$ cat src/chaikin_pkg.sv
// Shared types and constants for the Chaikin closed-contour pass.
// Used by the front, queue, back and top-level modules; no dependencies.
package chaikin_pkg;

    // Coordinate and threshold widths
    localparam int COORD_BITS  = 12;
    localparam int THRESH_BITS = 13;
    localparam int QSUM_BITS   = COORD_BITS + 2;
    localparam int SQ_BITS     = 2 * COORD_BITS;
    localparam int D2_BITS     = SQ_BITS + 1;
    localparam int T2_BITS     = 2 * THRESH_BITS;
    localparam int CMP_BITS    = (D2_BITS > T2_BITS) ? D2_BITS : T2_BITS;

    // Job queue between front and back
    localparam int QUEUE_DEPTH = 4;
    localparam int QPTR_BITS   = $clog2(QUEUE_DEPTH);

    // Register port
    localparam int ADDR_BITS = 3;
    localparam int DATA_BITS = 32;
    localparam int RIDX_BITS = ADDR_BITS - 2;
    localparam logic [RIDX_BITS-1:0] REG_SHORT_THRESH = RIDX_BITS'(0);

    typedef logic [COORD_BITS-1:0] coord_t;

    typedef struct packed {
        coord_t point_x;
        coord_t point_y;
        logic   contour_end;
    } point_t;

    typedef struct packed {
        coord_t out_x;
        coord_t out_y;
        logic   item_done;
        logic   contour_done;
    } result_t;

    // Kind of work one accepted point hands to the back end
    typedef enum logic [1:0] {
        JOB_SINGLE,  // lone point: emit it as is
        JOB_PAIR,    // cut pair (a, b)
        JOB_CLOSE    // cut (a, b), then closing pair (b, c)
    } job_kind_t;

    typedef struct packed {
        job_kind_t kind;
        coord_t    a_x;
        coord_t    a_y;
        coord_t    b_x;
        coord_t    b_y;
        coord_t    c_x;
        coord_t    c_y;
    } job_t;

    // Queue status seen by the front end
    typedef struct packed {
        logic full;
        logic empty;
    } queue_status_t;

endpackage

$ cat src/chaikin_front.sv
// Front end: accepts contour points, tracks first/previous point, issues jobs.
// Depends on chaikin_pkg.
module chaikin_front
    import chaikin_pkg::*;
(
    input  logic          clk,
    input  logic          rst_n,
    input  logic          point_valid,
    output logic          point_ready,
    input  point_t        point,
    input  queue_status_t qstat,
    output logic          push,
    output job_t          push_job
);

    logic   started_reg, started_next;
    coord_t first_x_reg, first_x_next;
    coord_t first_y_reg, first_y_next;
    coord_t prev_x_reg,  prev_x_next;
    coord_t prev_y_reg,  prev_y_next;
    logic   accept;

    assign point_ready = !qstat.full;
    assign accept      = point_valid && point_ready;

    // Classify the request and build its job
    always_comb
    begin
        started_next = started_reg;
        first_x_next = first_x_reg;
        first_y_next = first_y_reg;
        prev_x_next  = prev_x_reg;
        prev_y_next  = prev_y_reg;
        push         = 1'b0;
        push_job.kind = JOB_PAIR;
        push_job.a_x  = prev_x_reg;
        push_job.a_y  = prev_y_reg;
        push_job.b_x  = point.point_x;
        push_job.b_y  = point.point_y;
        push_job.c_x  = first_x_reg;
        push_job.c_y  = first_y_reg;
        if (accept)
        begin
            prev_x_next = point.point_x;
            prev_y_next = point.point_y;
            if (!started_reg)
            begin
                first_x_next = point.point_x;
                first_y_next = point.point_y;
                if (point.contour_end)
                begin
                    // lone point: pair it with itself
                    push          = 1'b1;
                    push_job.kind = JOB_SINGLE;
                    push_job.a_x  = point.point_x;
                    push_job.a_y  = point.point_y;
                end
                else
                begin
                    started_next = 1'b1;
                end
            end
            else
            begin
                push = 1'b1;
                if (point.contour_end)
                begin
                    push_job.kind = JOB_CLOSE;
                    started_next  = 1'b0;
                end
            end
        end
    end

    // Hold contour control state
    always_ff @(posedge clk or negedge rst_n)
    begin
        if (!rst_n)
        begin
            started_reg <= 1'b0;
        end
        else
        begin
            started_reg <= started_next;
        end
    end

    // Hold first and previous point
    always_ff @(posedge clk or negedge rst_n)
    begin
        if (!rst_n)
        begin
            first_x_reg <= '0;
            first_y_reg <= '0;
            prev_x_reg  <= '0;
            prev_y_reg  <= '0;
        end
        else
        begin
            first_x_reg <= first_x_next;
            first_y_reg <= first_y_next;
            prev_x_reg  <= prev_x_next;
            prev_y_reg  <= prev_y_next;
        end
    end

endmodule

$ cat src/chaikin_queue.sv
// Short job queue that decouples the front end from the back end.
// Depends on chaikin_pkg.
module chaikin_queue
    import chaikin_pkg::*;
(
    input  logic          clk,
    input  logic          rst_n,
    input  logic          push,
    input  job_t          push_job,
    input  logic          pop,
    output queue_status_t qstat,
    output logic          head_valid,
    output job_t          head_job
);

    job_t                 entry_reg [QUEUE_DEPTH];
    logic [QPTR_BITS-1:0] wr_ptr_reg, wr_ptr_next;
    logic [QPTR_BITS-1:0] rd_ptr_reg, rd_ptr_next;
    logic [QPTR_BITS:0]   count_reg,  count_next;
    logic                 do_push, do_pop;

    assign qstat.full  = (count_reg == (QPTR_BITS+1)'(QUEUE_DEPTH));
    assign qstat.empty = (count_reg == '0);
    assign head_valid  = !qstat.empty;
    assign head_job    = entry_reg[rd_ptr_reg];

    assign do_push = push && !qstat.full;
    assign do_pop  = pop && head_valid;

    // Advance pointers and fill count
    always_comb
    begin
        wr_ptr_next = do_push ? wr_ptr_reg + 1'b1 : wr_ptr_reg;
        rd_ptr_next = do_pop  ? rd_ptr_reg + 1'b1 : rd_ptr_reg;
        count_next  = count_reg;
        if (do_push && !do_pop)
        begin
            count_next = count_reg + 1'b1;
        end
        else if (do_pop && !do_push)
        begin
            count_next = count_reg - 1'b1;
        end
    end

    always_ff @(posedge clk or negedge rst_n)
    begin
        if (!rst_n)
        begin
            wr_ptr_reg <= '0;
            rd_ptr_reg <= '0;
            count_reg  <= '0;
        end
        else
        begin
            wr_ptr_reg <= wr_ptr_next;
            rd_ptr_reg <= rd_ptr_next;
            count_reg  <= count_next;
        end
    end

    // Store job entries
    always_ff @(posedge clk)
    begin
        if (do_push)
        begin
            entry_reg[wr_ptr_reg] <= push_job;
        end
    end

endmodule

$ cat src/chaikin_back.sv
// Back end: expands jobs into point pairs, cuts corners, emits results.
// Depends on chaikin_pkg; fed by chaikin_queue.
module chaikin_back
    import chaikin_pkg::*;
(
    input  logic                 clk,
    input  logic                 rst_n,
    input  logic                 head_valid,
    input  job_t                 head_job,
    output logic                 pop,
    input  logic [T2_BITS-1:0]   thresh_sq,
    output logic                 result_valid,
    input  logic                 result_ready,
    output result_t              result
);

    // floor((3a + b) / 4)
    function automatic coord_t quarter(input coord_t a, input coord_t b);
        logic [QSUM_BITS-1:0] s;
        s = QSUM_BITS'(a) + QSUM_BITS'({a, 1'b0}) + QSUM_BITS'(b);
        return s[QSUM_BITS-1:2];
    endfunction

    // (q + r) / 2 rounded half to even
    function automatic coord_t half_even(input coord_t q, input coord_t r);
        logic [COORD_BITS:0] s;
        coord_t              m;
        s = (COORD_BITS+1)'(q) + (COORD_BITS+1)'(r);
        m = s[COORD_BITS:1];
        if (s[0] && m[0])
        begin
            m = m + 1'b1;
        end
        return m;
    endfunction

    function automatic coord_t abs_diff(input coord_t a, input coord_t b);
        return (a >= b) ? a - b : b - a;
    endfunction

    // Pair generator
    logic   gen_phase_reg, gen_phase_next;
    coord_t pa_x, pa_y, pb_x, pb_y;
    logic   p_item, p_contour;
    logic   gen_fire;

    // Stage 1: quarter points and differences
    logic   s1_valid_reg;
    coord_t s1_qx_reg, s1_qy_reg, s1_rx_reg, s1_ry_reg;
    coord_t s1_dx_reg, s1_dy_reg;
    logic   s1_item_reg, s1_contour_reg;

    // Stage 2: squared differences
    logic               s2_valid_reg;
    coord_t             s2_qx_reg, s2_qy_reg, s2_rx_reg, s2_ry_reg;
    logic [SQ_BITS-1:0] s2_sqx_reg, s2_sqy_reg;
    logic               s2_item_reg, s2_contour_reg;

    // Stage 3: merge decision, emitter
    logic   s3_valid_reg;
    logic   s3_phase_reg;
    logic   s3_merge_reg;
    coord_t s3_p0x_reg, s3_p0y_reg, s3_p1x_reg, s3_p1y_reg;
    logic   s3_item_reg, s3_contour_reg;

    // Output register
    logic    out_valid_reg;
    result_t out_reg;

    logic                out_free, out_load, s3_leave;
    logic                s3_free, s2_free, s1_free;
    logic                s1_move, s2_move;
    logic [D2_BITS-1:0]  d2;
    logic                merge;
    result_t             out_next;

    // Expand the head job into the pair for this cycle
    always_comb
    begin
        pa_x      = head_job.a_x;
        pa_y      = head_job.a_y;
        pb_x      = head_job.b_x;
        pb_y      = head_job.b_y;
        p_item    = 1'b1;
        p_contour = 1'b0;
        case (head_job.kind)
            JOB_SINGLE:
            begin
                pb_x      = head_job.a_x;
                pb_y      = head_job.a_y;
                p_contour = 1'b1;
            end
            JOB_PAIR:
            begin
                p_item = 1'b1;
            end
            JOB_CLOSE:
            begin
                if (gen_phase_reg)
                begin
                    pa_x      = head_job.b_x;
                    pa_y      = head_job.b_y;
                    pb_x      = head_job.c_x;
                    pb_y      = head_job.c_y;
                    p_contour = 1'b1;
                end
                else
                begin
                    p_item = 1'b0;
                end
            end
            default:
            begin
                p_item = 1'b1;
            end
        endcase
    end

    // Stall chain from the output back to the generator
    assign out_free = !out_valid_reg || result_ready;
    assign out_load = s3_valid_reg && out_free;
    assign s3_leave = out_load && (s3_merge_reg || s3_phase_reg);
    assign s3_free  = !s3_valid_reg || s3_leave;
    assign s2_move  = s2_valid_reg && s3_free;
    assign s2_free  = !s2_valid_reg || s3_free;
    assign s1_move  = s1_valid_reg && s2_free;
    assign s1_free  = !s1_valid_reg || s2_free;
    assign gen_fire = head_valid && s1_free;
    assign pop      = gen_fire && ((head_job.kind != JOB_CLOSE) || gen_phase_reg);

    always_comb
    begin
        gen_phase_next = gen_phase_reg;
        if (gen_fire && (head_job.kind == JOB_CLOSE))
        begin
            gen_phase_next = !gen_phase_reg;
        end
    end

    // Squared distance against squared threshold
    assign d2    = D2_BITS'(s2_sqx_reg) + D2_BITS'(s2_sqy_reg);
    assign merge = CMP_BITS'(d2) <= CMP_BITS'(thresh_sq);

    // Pick the next result: merged or Q first, then R
    always_comb
    begin
        if (s3_phase_reg)
        begin
            out_next.out_x        = s3_p1x_reg;
            out_next.out_y        = s3_p1y_reg;
            out_next.item_done    = s3_item_reg;
            out_next.contour_done = s3_contour_reg;
        end
        else
        begin
            out_next.out_x        = s3_p0x_reg;
            out_next.out_y        = s3_p0y_reg;
            out_next.item_done    = s3_merge_reg && s3_item_reg;
            out_next.contour_done = s3_merge_reg && s3_contour_reg;
        end
    end

    // Control registers
    always_ff @(posedge clk or negedge rst_n)
    begin
        if (!rst_n)
        begin
            gen_phase_reg <= 1'b0;
            s1_valid_reg  <= 1'b0;
            s2_valid_reg  <= 1'b0;
            s3_valid_reg  <= 1'b0;
            s3_phase_reg  <= 1'b0;
            out_valid_reg <= 1'b0;
        end
        else
        begin
            gen_phase_reg <= gen_phase_next;
            if (s1_free)
            begin
                s1_valid_reg <= gen_fire;
            end
            if (s2_free)
            begin
                s2_valid_reg <= s1_move;
            end
            if (s3_free)
            begin
                s3_valid_reg <= s2_move;
                s3_phase_reg <= 1'b0;
            end
            else if (out_load)
            begin
                s3_phase_reg <= 1'b1;
            end
            if (out_free)
            begin
                out_valid_reg <= out_load;
            end
        end
    end

    // Stage 1 payload
    always_ff @(posedge clk)
    begin
        if (gen_fire)
        begin
            s1_qx_reg      <= quarter(pa_x, pb_x);
            s1_qy_reg      <= quarter(pa_y, pb_y);
            s1_rx_reg      <= quarter(pb_x, pa_x);
            s1_ry_reg      <= quarter(pb_y, pa_y);
            s1_dx_reg      <= abs_diff(quarter(pa_x, pb_x), quarter(pb_x, pa_x));
            s1_dy_reg      <= abs_diff(quarter(pa_y, pb_y), quarter(pb_y, pa_y));
            s1_item_reg    <= p_item;
            s1_contour_reg <= p_contour;
        end
    end

    // Stage 2 payload
    always_ff @(posedge clk)
    begin
        if (s1_move)
        begin
            s2_qx_reg      <= s1_qx_reg;
            s2_qy_reg      <= s1_qy_reg;
            s2_rx_reg      <= s1_rx_reg;
            s2_ry_reg      <= s1_ry_reg;
            s2_sqx_reg     <= SQ_BITS'(s1_dx_reg) * SQ_BITS'(s1_dx_reg);
            s2_sqy_reg     <= SQ_BITS'(s1_dy_reg) * SQ_BITS'(s1_dy_reg);
            s2_item_reg    <= s1_item_reg;
            s2_contour_reg <= s1_contour_reg;
        end
    end

    // Stage 3 payload
    always_ff @(posedge clk)
    begin
        if (s2_move)
        begin
            s3_merge_reg   <= merge;
            s3_p0x_reg     <= merge ? half_even(s2_qx_reg, s2_rx_reg) : s2_qx_reg;
            s3_p0y_reg     <= merge ? half_even(s2_qy_reg, s2_ry_reg) : s2_qy_reg;
            s3_p1x_reg     <= s2_rx_reg;
            s3_p1y_reg     <= s2_ry_reg;
            s3_item_reg    <= s2_item_reg;
            s3_contour_reg <= s2_contour_reg;
        end
    end

    // Output payload
    always_ff @(posedge clk)
    begin
        if (out_load)
        begin
            out_reg <= out_next;
        end
    end

    assign result_valid = out_valid_reg;
    assign result       = out_reg;

    // Second result of a pair only follows an unmerged pair
    a_phase_unmerged: assert property (@(posedge clk) disable iff (!rst_n)
        s3_phase_reg |-> (s3_valid_reg && !s3_merge_reg))
        else $error("emitter in second phase on a merged pair");

    // Contour end is always also the end of its item
    a_contour_item: assert property (@(posedge clk) disable iff (!rst_n)
        (result_valid && result.contour_done) |-> result.item_done)
        else $error("contour_done without item_done");

    // Closing phase only while a closing job sits at the head
    a_close_phase: assert property (@(posedge clk) disable iff (!rst_n)
        gen_phase_reg |-> (head_valid && (head_job.kind == JOB_CLOSE)))
        else $error("generator phase set without closing job");

    // Pop only on a completed job
    a_pop_fire: assert property (@(posedge clk) disable iff (!rst_n)
        pop |-> (gen_fire && head_valid))
        else $error("job popped without issuing its pair");

endmodule

$ cat src/chaikin_closed_contour_pass.sv
// Top level of the Chaikin closed-contour pass: register port, front, queue, back.
// Depends on chaikin_pkg, chaikin_front, chaikin_queue and chaikin_back.
//
//  port group  | direction | carries
//  ------------+-----------+-------------------------------------------
//  point_*     | in        | contour points (x, y, contour_end)
//  result_*    | out       | smoothed points (x, y, item_done, contour_done)
//  p*          | in/out    | register access, short_thresh at offset 0
//
// A point is taken every cycle while the 4-entry job queue has room. The
// back end issues at most one result per cycle and stalls while the output
// is held; a contour point gives one result if its cut points merge, else
// two, and the closing point up to four. Each back stage holds while the
// stage after it is full; the queue absorbs the difference. Reset clears
// contour state, queue and pipeline; short_thresh resets to 0.
module chaikin_closed_contour_pass
    import chaikin_pkg::*;
(
    input  logic                 clk,
    input  logic                 rst_n,
    input  logic                 point_valid,
    output logic                 point_ready,
    input  point_t               point,
    output logic                 result_valid,
    input  logic                 result_ready,
    output result_t              result,
    input  logic                 psel,
    input  logic                 penable,
    input  logic                 pwrite,
    input  logic [ADDR_BITS-1:0] paddr,
    input  logic [DATA_BITS-1:0] pwdata,
    output logic [DATA_BITS-1:0] prdata,
    output logic                 pready
);

    logic [THRESH_BITS-1:0] thresh_reg, thresh_next;
    logic [T2_BITS-1:0]     thresh_sq_reg;
    logic [RIDX_BITS-1:0]   reg_idx;
    logic                   cfg_write;

    queue_status_t qstat;
    logic          push, pop, head_valid;
    job_t          push_job, head_job;

    // Register port
    assign pready    = 1'b1;
    assign reg_idx   = paddr[ADDR_BITS-1:2];
    assign cfg_write = psel && penable && pwrite && pready;

    always_comb
    begin
        thresh_next = thresh_reg;
        if (cfg_write && (reg_idx == REG_SHORT_THRESH))
        begin
            thresh_next = pwdata[THRESH_BITS-1:0];
        end
    end

    always_comb
    begin
        if (reg_idx == REG_SHORT_THRESH)
        begin
            prdata = DATA_BITS'(thresh_reg);
        end
        else
        begin
            prdata = '0;
        end
    end

    // Hold threshold and its square
    always_ff @(posedge clk or negedge rst_n)
    begin
        if (!rst_n)
        begin
            thresh_reg    <= '0;
            thresh_sq_reg <= '0;
        end
        else
        begin
            thresh_reg    <= thresh_next;
            thresh_sq_reg <= T2_BITS'(thresh_reg) * T2_BITS'(thresh_reg);
        end
    end

    chaikin_front u_front (
        .clk         (clk),
        .rst_n       (rst_n),
        .point_valid (point_valid),
        .point_ready (point_ready),
        .point       (point),
        .qstat       (qstat),
        .push        (push),
        .push_job    (push_job)
    );

    chaikin_queue u_queue (
        .clk        (clk),
        .rst_n      (rst_n),
        .push       (push),
        .push_job   (push_job),
        .pop        (pop),
        .qstat      (qstat),
        .head_valid (head_valid),
        .head_job   (head_job)
    );

    chaikin_back u_back (
        .clk          (clk),
        .rst_n        (rst_n),
        .head_valid   (head_valid),
        .head_job     (head_job),
        .pop          (pop),
        .thresh_sq    (thresh_sq_reg),
        .result_valid (result_valid),
        .result_ready (result_ready),
        .result       (result)
    );

endmodule
$ cat config.mk
export PLATFORM = sky130hd
export DESIGN_NAME = chaikin_closed_contour_pass
export DESIGN_NICKNAME = d
export VERILOG_FILES = /design/src/chaikin_pkg.sv /design/src/chaikin_front.sv /design/src/chaikin_queue.sv /design/src/chaikin_back.sv /design/src/chaikin_closed_contour_pass.sv
export SDC_FILE = /design/constraint.sdc
export NUM_CORES = 2
export LEC_CHECK = 0
export ABC_AREA = 0
export ABC_CLOCK_PERIOD_IN_PS = 9600
export BUFFER_PORTS_ARGS = -buffer_cell sky130_fd_sc_hd__buf_4
export CORE_ASPECT_RATIO = 2
export CORE_MARGIN = 3
export CORE_UTILIZATION = 50
export CTS_CLUSTER_DIAMETER = 50
export DETAILED_ROUTE_END_ITERATION = 16
export PLACE_DENSITY = 0.62
export REMOVE_ABC_BUFFERS = 1
export SETUP_SLACK_MARGIN = 0.2
export SLEW_MARGIN = 20
export SYNTH_ARGS = -nofsm -noshare
export SYNTH_HDL_FRONTEND = slang
export SYNTH_SLANG_ARGS = --single-unit
$ cat constraint.sdc
create_clock -name clk -period 9.6 [get_ports clk]
set_input_delay 1.92 -clock clk [delete_from_list [all_inputs] [get_ports clk]]
set_output_delay 1.92 -clock clk [all_outputs]
set_load 0.03 [all_outputs]
==> summary.txt <==
Setup path
  – Critical R2R Capture: u_back.s1_dy_reg[11]
  – Cell mode on critical path: buf_4
  – WS Path Type: reg2reg
  – Crit path max fanout: 41
  – CP max stage cell: mux2i_2
  – Critical path arrival: 8.32 ns
  – CP required: 10.01 ns
  – Crit path launch type: flip-flop
  – CP Capture Type: flip-flop
  – Max incr delay on CP: 0.65 ns
  – RR Startpoint: u_queue.rd_ptr_reg[1]
  – FF-to-FF path depth: 25
  – FF-to-FF setup slack: 1.69 ns

CTS
  – Clock Sinks: 643
  – Clk_lat worst skew: 0.66 ns
  – CTS tree: done
  – TritonCTS Buffers: 60
  – Clock transition at path regs: 0.07 ns
  – Cts hold-fix bufs: 0
  – Post-CTS setup buffer count: 0
  – CTS Root Cell: clkbuf_16
  – Resize count post-CTS: 0
  – H-tree Lvls: 2
  – Maximum clock path buffer count: 3

Yosys
  – Avg Inst Size Synth: 11.98 um^2
  – Distinct cells, synth: 84
  – Number of synthesized flops with an enable pin: 543
  – Async SR Flop Fraction: 15.55%
  – Sequential area share after synthesis: 42.54%
  – Mapped Cells: 3692
  – Ys Warns: 0
  – Ys flop type: edfxtp_1
  – Seq cells post-synth: 643
  – Mapped Area: 0.04422 mm^2

Routing
  – Via count: 26480
  – Initial drt markers: 925
  – Drt drc: 0
  – Total Routed Length: 89960 um
  – Post-DRT Antenna Nets: 0
  – Avg WL per Cell: 18.09 um
  – DR pass1 iterations: 5
  – Vias/cell: 5.326

Final layout
  – ANT cells: 0
  – Final #Nets: 4482
  – Fillcell total: 7648
  – Non-Filler Instances: 4972
  – Synthesis-to-finish area growth: 9.086%
  – Number of flip-flops in the largest register: 296
  – Share of layout cells above drive strength 1: 12.31%

Status
  – Status: finished, final reports clean

GRT
  – Number of global-route vias before repair: 29040
  – Pin count of the biggest net entering global routing: 77
  – Aggregate global routing overflow: 0
  – Initial antenna violation count: 0
  – Overall Global Routing Usage: 20.12%
  – Global-route wire length before repair: 146800 um

Timing
  – Worst Tran Pin Value: 0.9613 ns
  – Fin. max-slew vios: 0
  – Hold Vio Cnt, Final: 0
  – Final setup margin: 1.691 ns
  – Highest clock rate: 0.1264 GHz
  – Finish-stage setup viols: 0
  – Clock period minus final worst setup slack: 7.909 ns
  – RSZ-0062 raised after global routing: false
  – Clock Skew: 0.03459 ns
  – Slew margin rel.: 35.91%
  – Crit share post-route: 82.38%

Floorplan
  – Die area: 0.09225 mm^2
  – Initial Util: 50.65%
  – Die H: 426.6 um
  – Row cnt: 153
  – Die W: 216.3 um
  – Core area: 0.08729 mm^2
  – Ports: 128

Placed design
  – Placed insts: 4860
  – Routability cong.: 0.8720
  – DP HPWL: 68920 um
  – IO Port Bufs: 86
  – DP Worst Slack: 1.586 ns

Hold path
  – Worst hold path class: reg2reg
  – Beginning of the worst hold path: u_back.s1_rx_reg[0]
  – Cell depth of the worst hold path: 0
  – Hold Crit Endpoint: u_back.s2_rx_reg[0]

Run
  – Max-cap viol count: 0
-- stage by stage --
step	utilization (%)	setup TNS [ns]	area (um^2)	hold slack (ns)
final	55.25	0	48230	0.4133
after CTS	55.25	0	48230	0.4079
after floorplan	-	-2.525	43730	0.4003
after global routing	55.25	0	48230	0.4128
after detailed placement	52.77	0	46060	0.4045
after global placement	52.77	0	46060	0.4003
-- cells in the final DEF, fill, tap and decap left out, types with 60 or more instances in the layout --
cell / n
buf_4: 110
xor2_1: 77
dfrtp_1: 98
nor3_1: 60
inv_1: 609
fa_1: 286
mux2_2: 133
clkbuf_16: 61
and2_1: 127
edfxtp_1: 543
o21ai_0: 95
xnor2_1: 138
mux4_2: 74
ha_1: 369
a21oi_1: 122
nor2_1: 117
a21o_1: 76
nand2_1: 224
-- cell families (layout without fill, tap and decap cells) --
group / after synthesis / after routing / synth area share, %
compound gates: 471 / 471 / 7.100
xor+xnor: 218 / 218 / 4.395
fa+ha+maj: 655 / 655 / 23.39
buf+inv: 733 / 833 / 6.440
flops: 643 / 643 / 42.54
mux: 237 / 237 / 7.836
other cells: 2 / 20 / 0.01698
simple gates: 733 / 733 / 8.285
-- worst max path at each step --
stage / startpoint / endpoint / slack [ns] / depth (start not counted)
2_1_floorplan: u_queue.rd_ptr_reg[0] / u_back.s1_dx_reg[11] / -0.49 / 24
3_3_place_gp: u_queue.rd_ptr_reg[1] / u_back.s1_dy_reg[11] / 1.65 / 25
3_5_place_dp: u_queue.rd_ptr_reg[1] / u_back.s1_dy_reg[11] / 1.59 / 26
4_1_cts: u_queue.rd_ptr_reg[1] / u_back.s1_dy_reg[11] / 1.57 / 26
5_1_grt: u_queue.rd_ptr_reg[1] / u_back.s1_dx_reg[11] / 1.23 / 27
6_report: u_queue.rd_ptr_reg[1] / u_back.s1_dy_reg[11] / 1.69 / 25
-- cell type report --
type	count	area [um^2]	area share, %
Clock buffer	66	1545	3.204
Timing Repair Buffer	110	825.8	1.712
Tap cell	1162	1454	3.014
Clock inverter	46	625.6	1.297
Sequential cell	643	18820	39.01
Multi-Input combinational cell	2334	22670	47.01
Inverter	611	2293	4.755
-- layer usage --
layer | track usage (%) | wire (um) | vias up
met5 | 0 | 0 | -
met1 | 19.45 | 30600 | 13260
li1 | - | - | 12710
met2 | 41.95 | 53250 | 328
met3 | 1.965 | 1952 | 180
met4 | 8.719 | 4149 | 0
-- worst max-delay path, delay by kind of cell (launching register included) --
| family | cells | cell delay [ns] |
|---|---|---|
| multiplexers | 3 | 1.61 |
| flip-flops | 1 | 0.43 |
| XOR/XNOR | 3 | 0.59 |
| adder cells (fa/ha/maj) | 3 | 1.29 |
| buffers and inverters | 3 | 1.06 |
| AO/OA/AOI/OAI | 11 | 2.32 |
| AND/OR/NAND/NOR | 2 | 0.33 |
-- synth_stat cells (74+ instances only) --
cell type / number / area (um^2)
dfrtp_1: 100 / 2502
xor2_1: 77 / 674.4
edfxtp_1: 543 / 16310
nand2_1: 225 / 844.6
fa_1: 286 / 5725
ha_1: 369 / 4617
and2_1: 134 / 838.3
xnor2_1: 138 / 1209
nor2_1: 118 / 442.9
mux2_2: 133 / 1498
o21ai_0: 95 / 475.5
a21oi_1: 122 / 610.6
inv_1: 609 / 2286
clkbuf_1: 82 / 307.8
a21o_1: 76 / 570.6
mux4_2: 74 / 1667
Power is not shown: default switching activity piles up to over one toggle a cycle in this logic, so the estimate is an artifact.
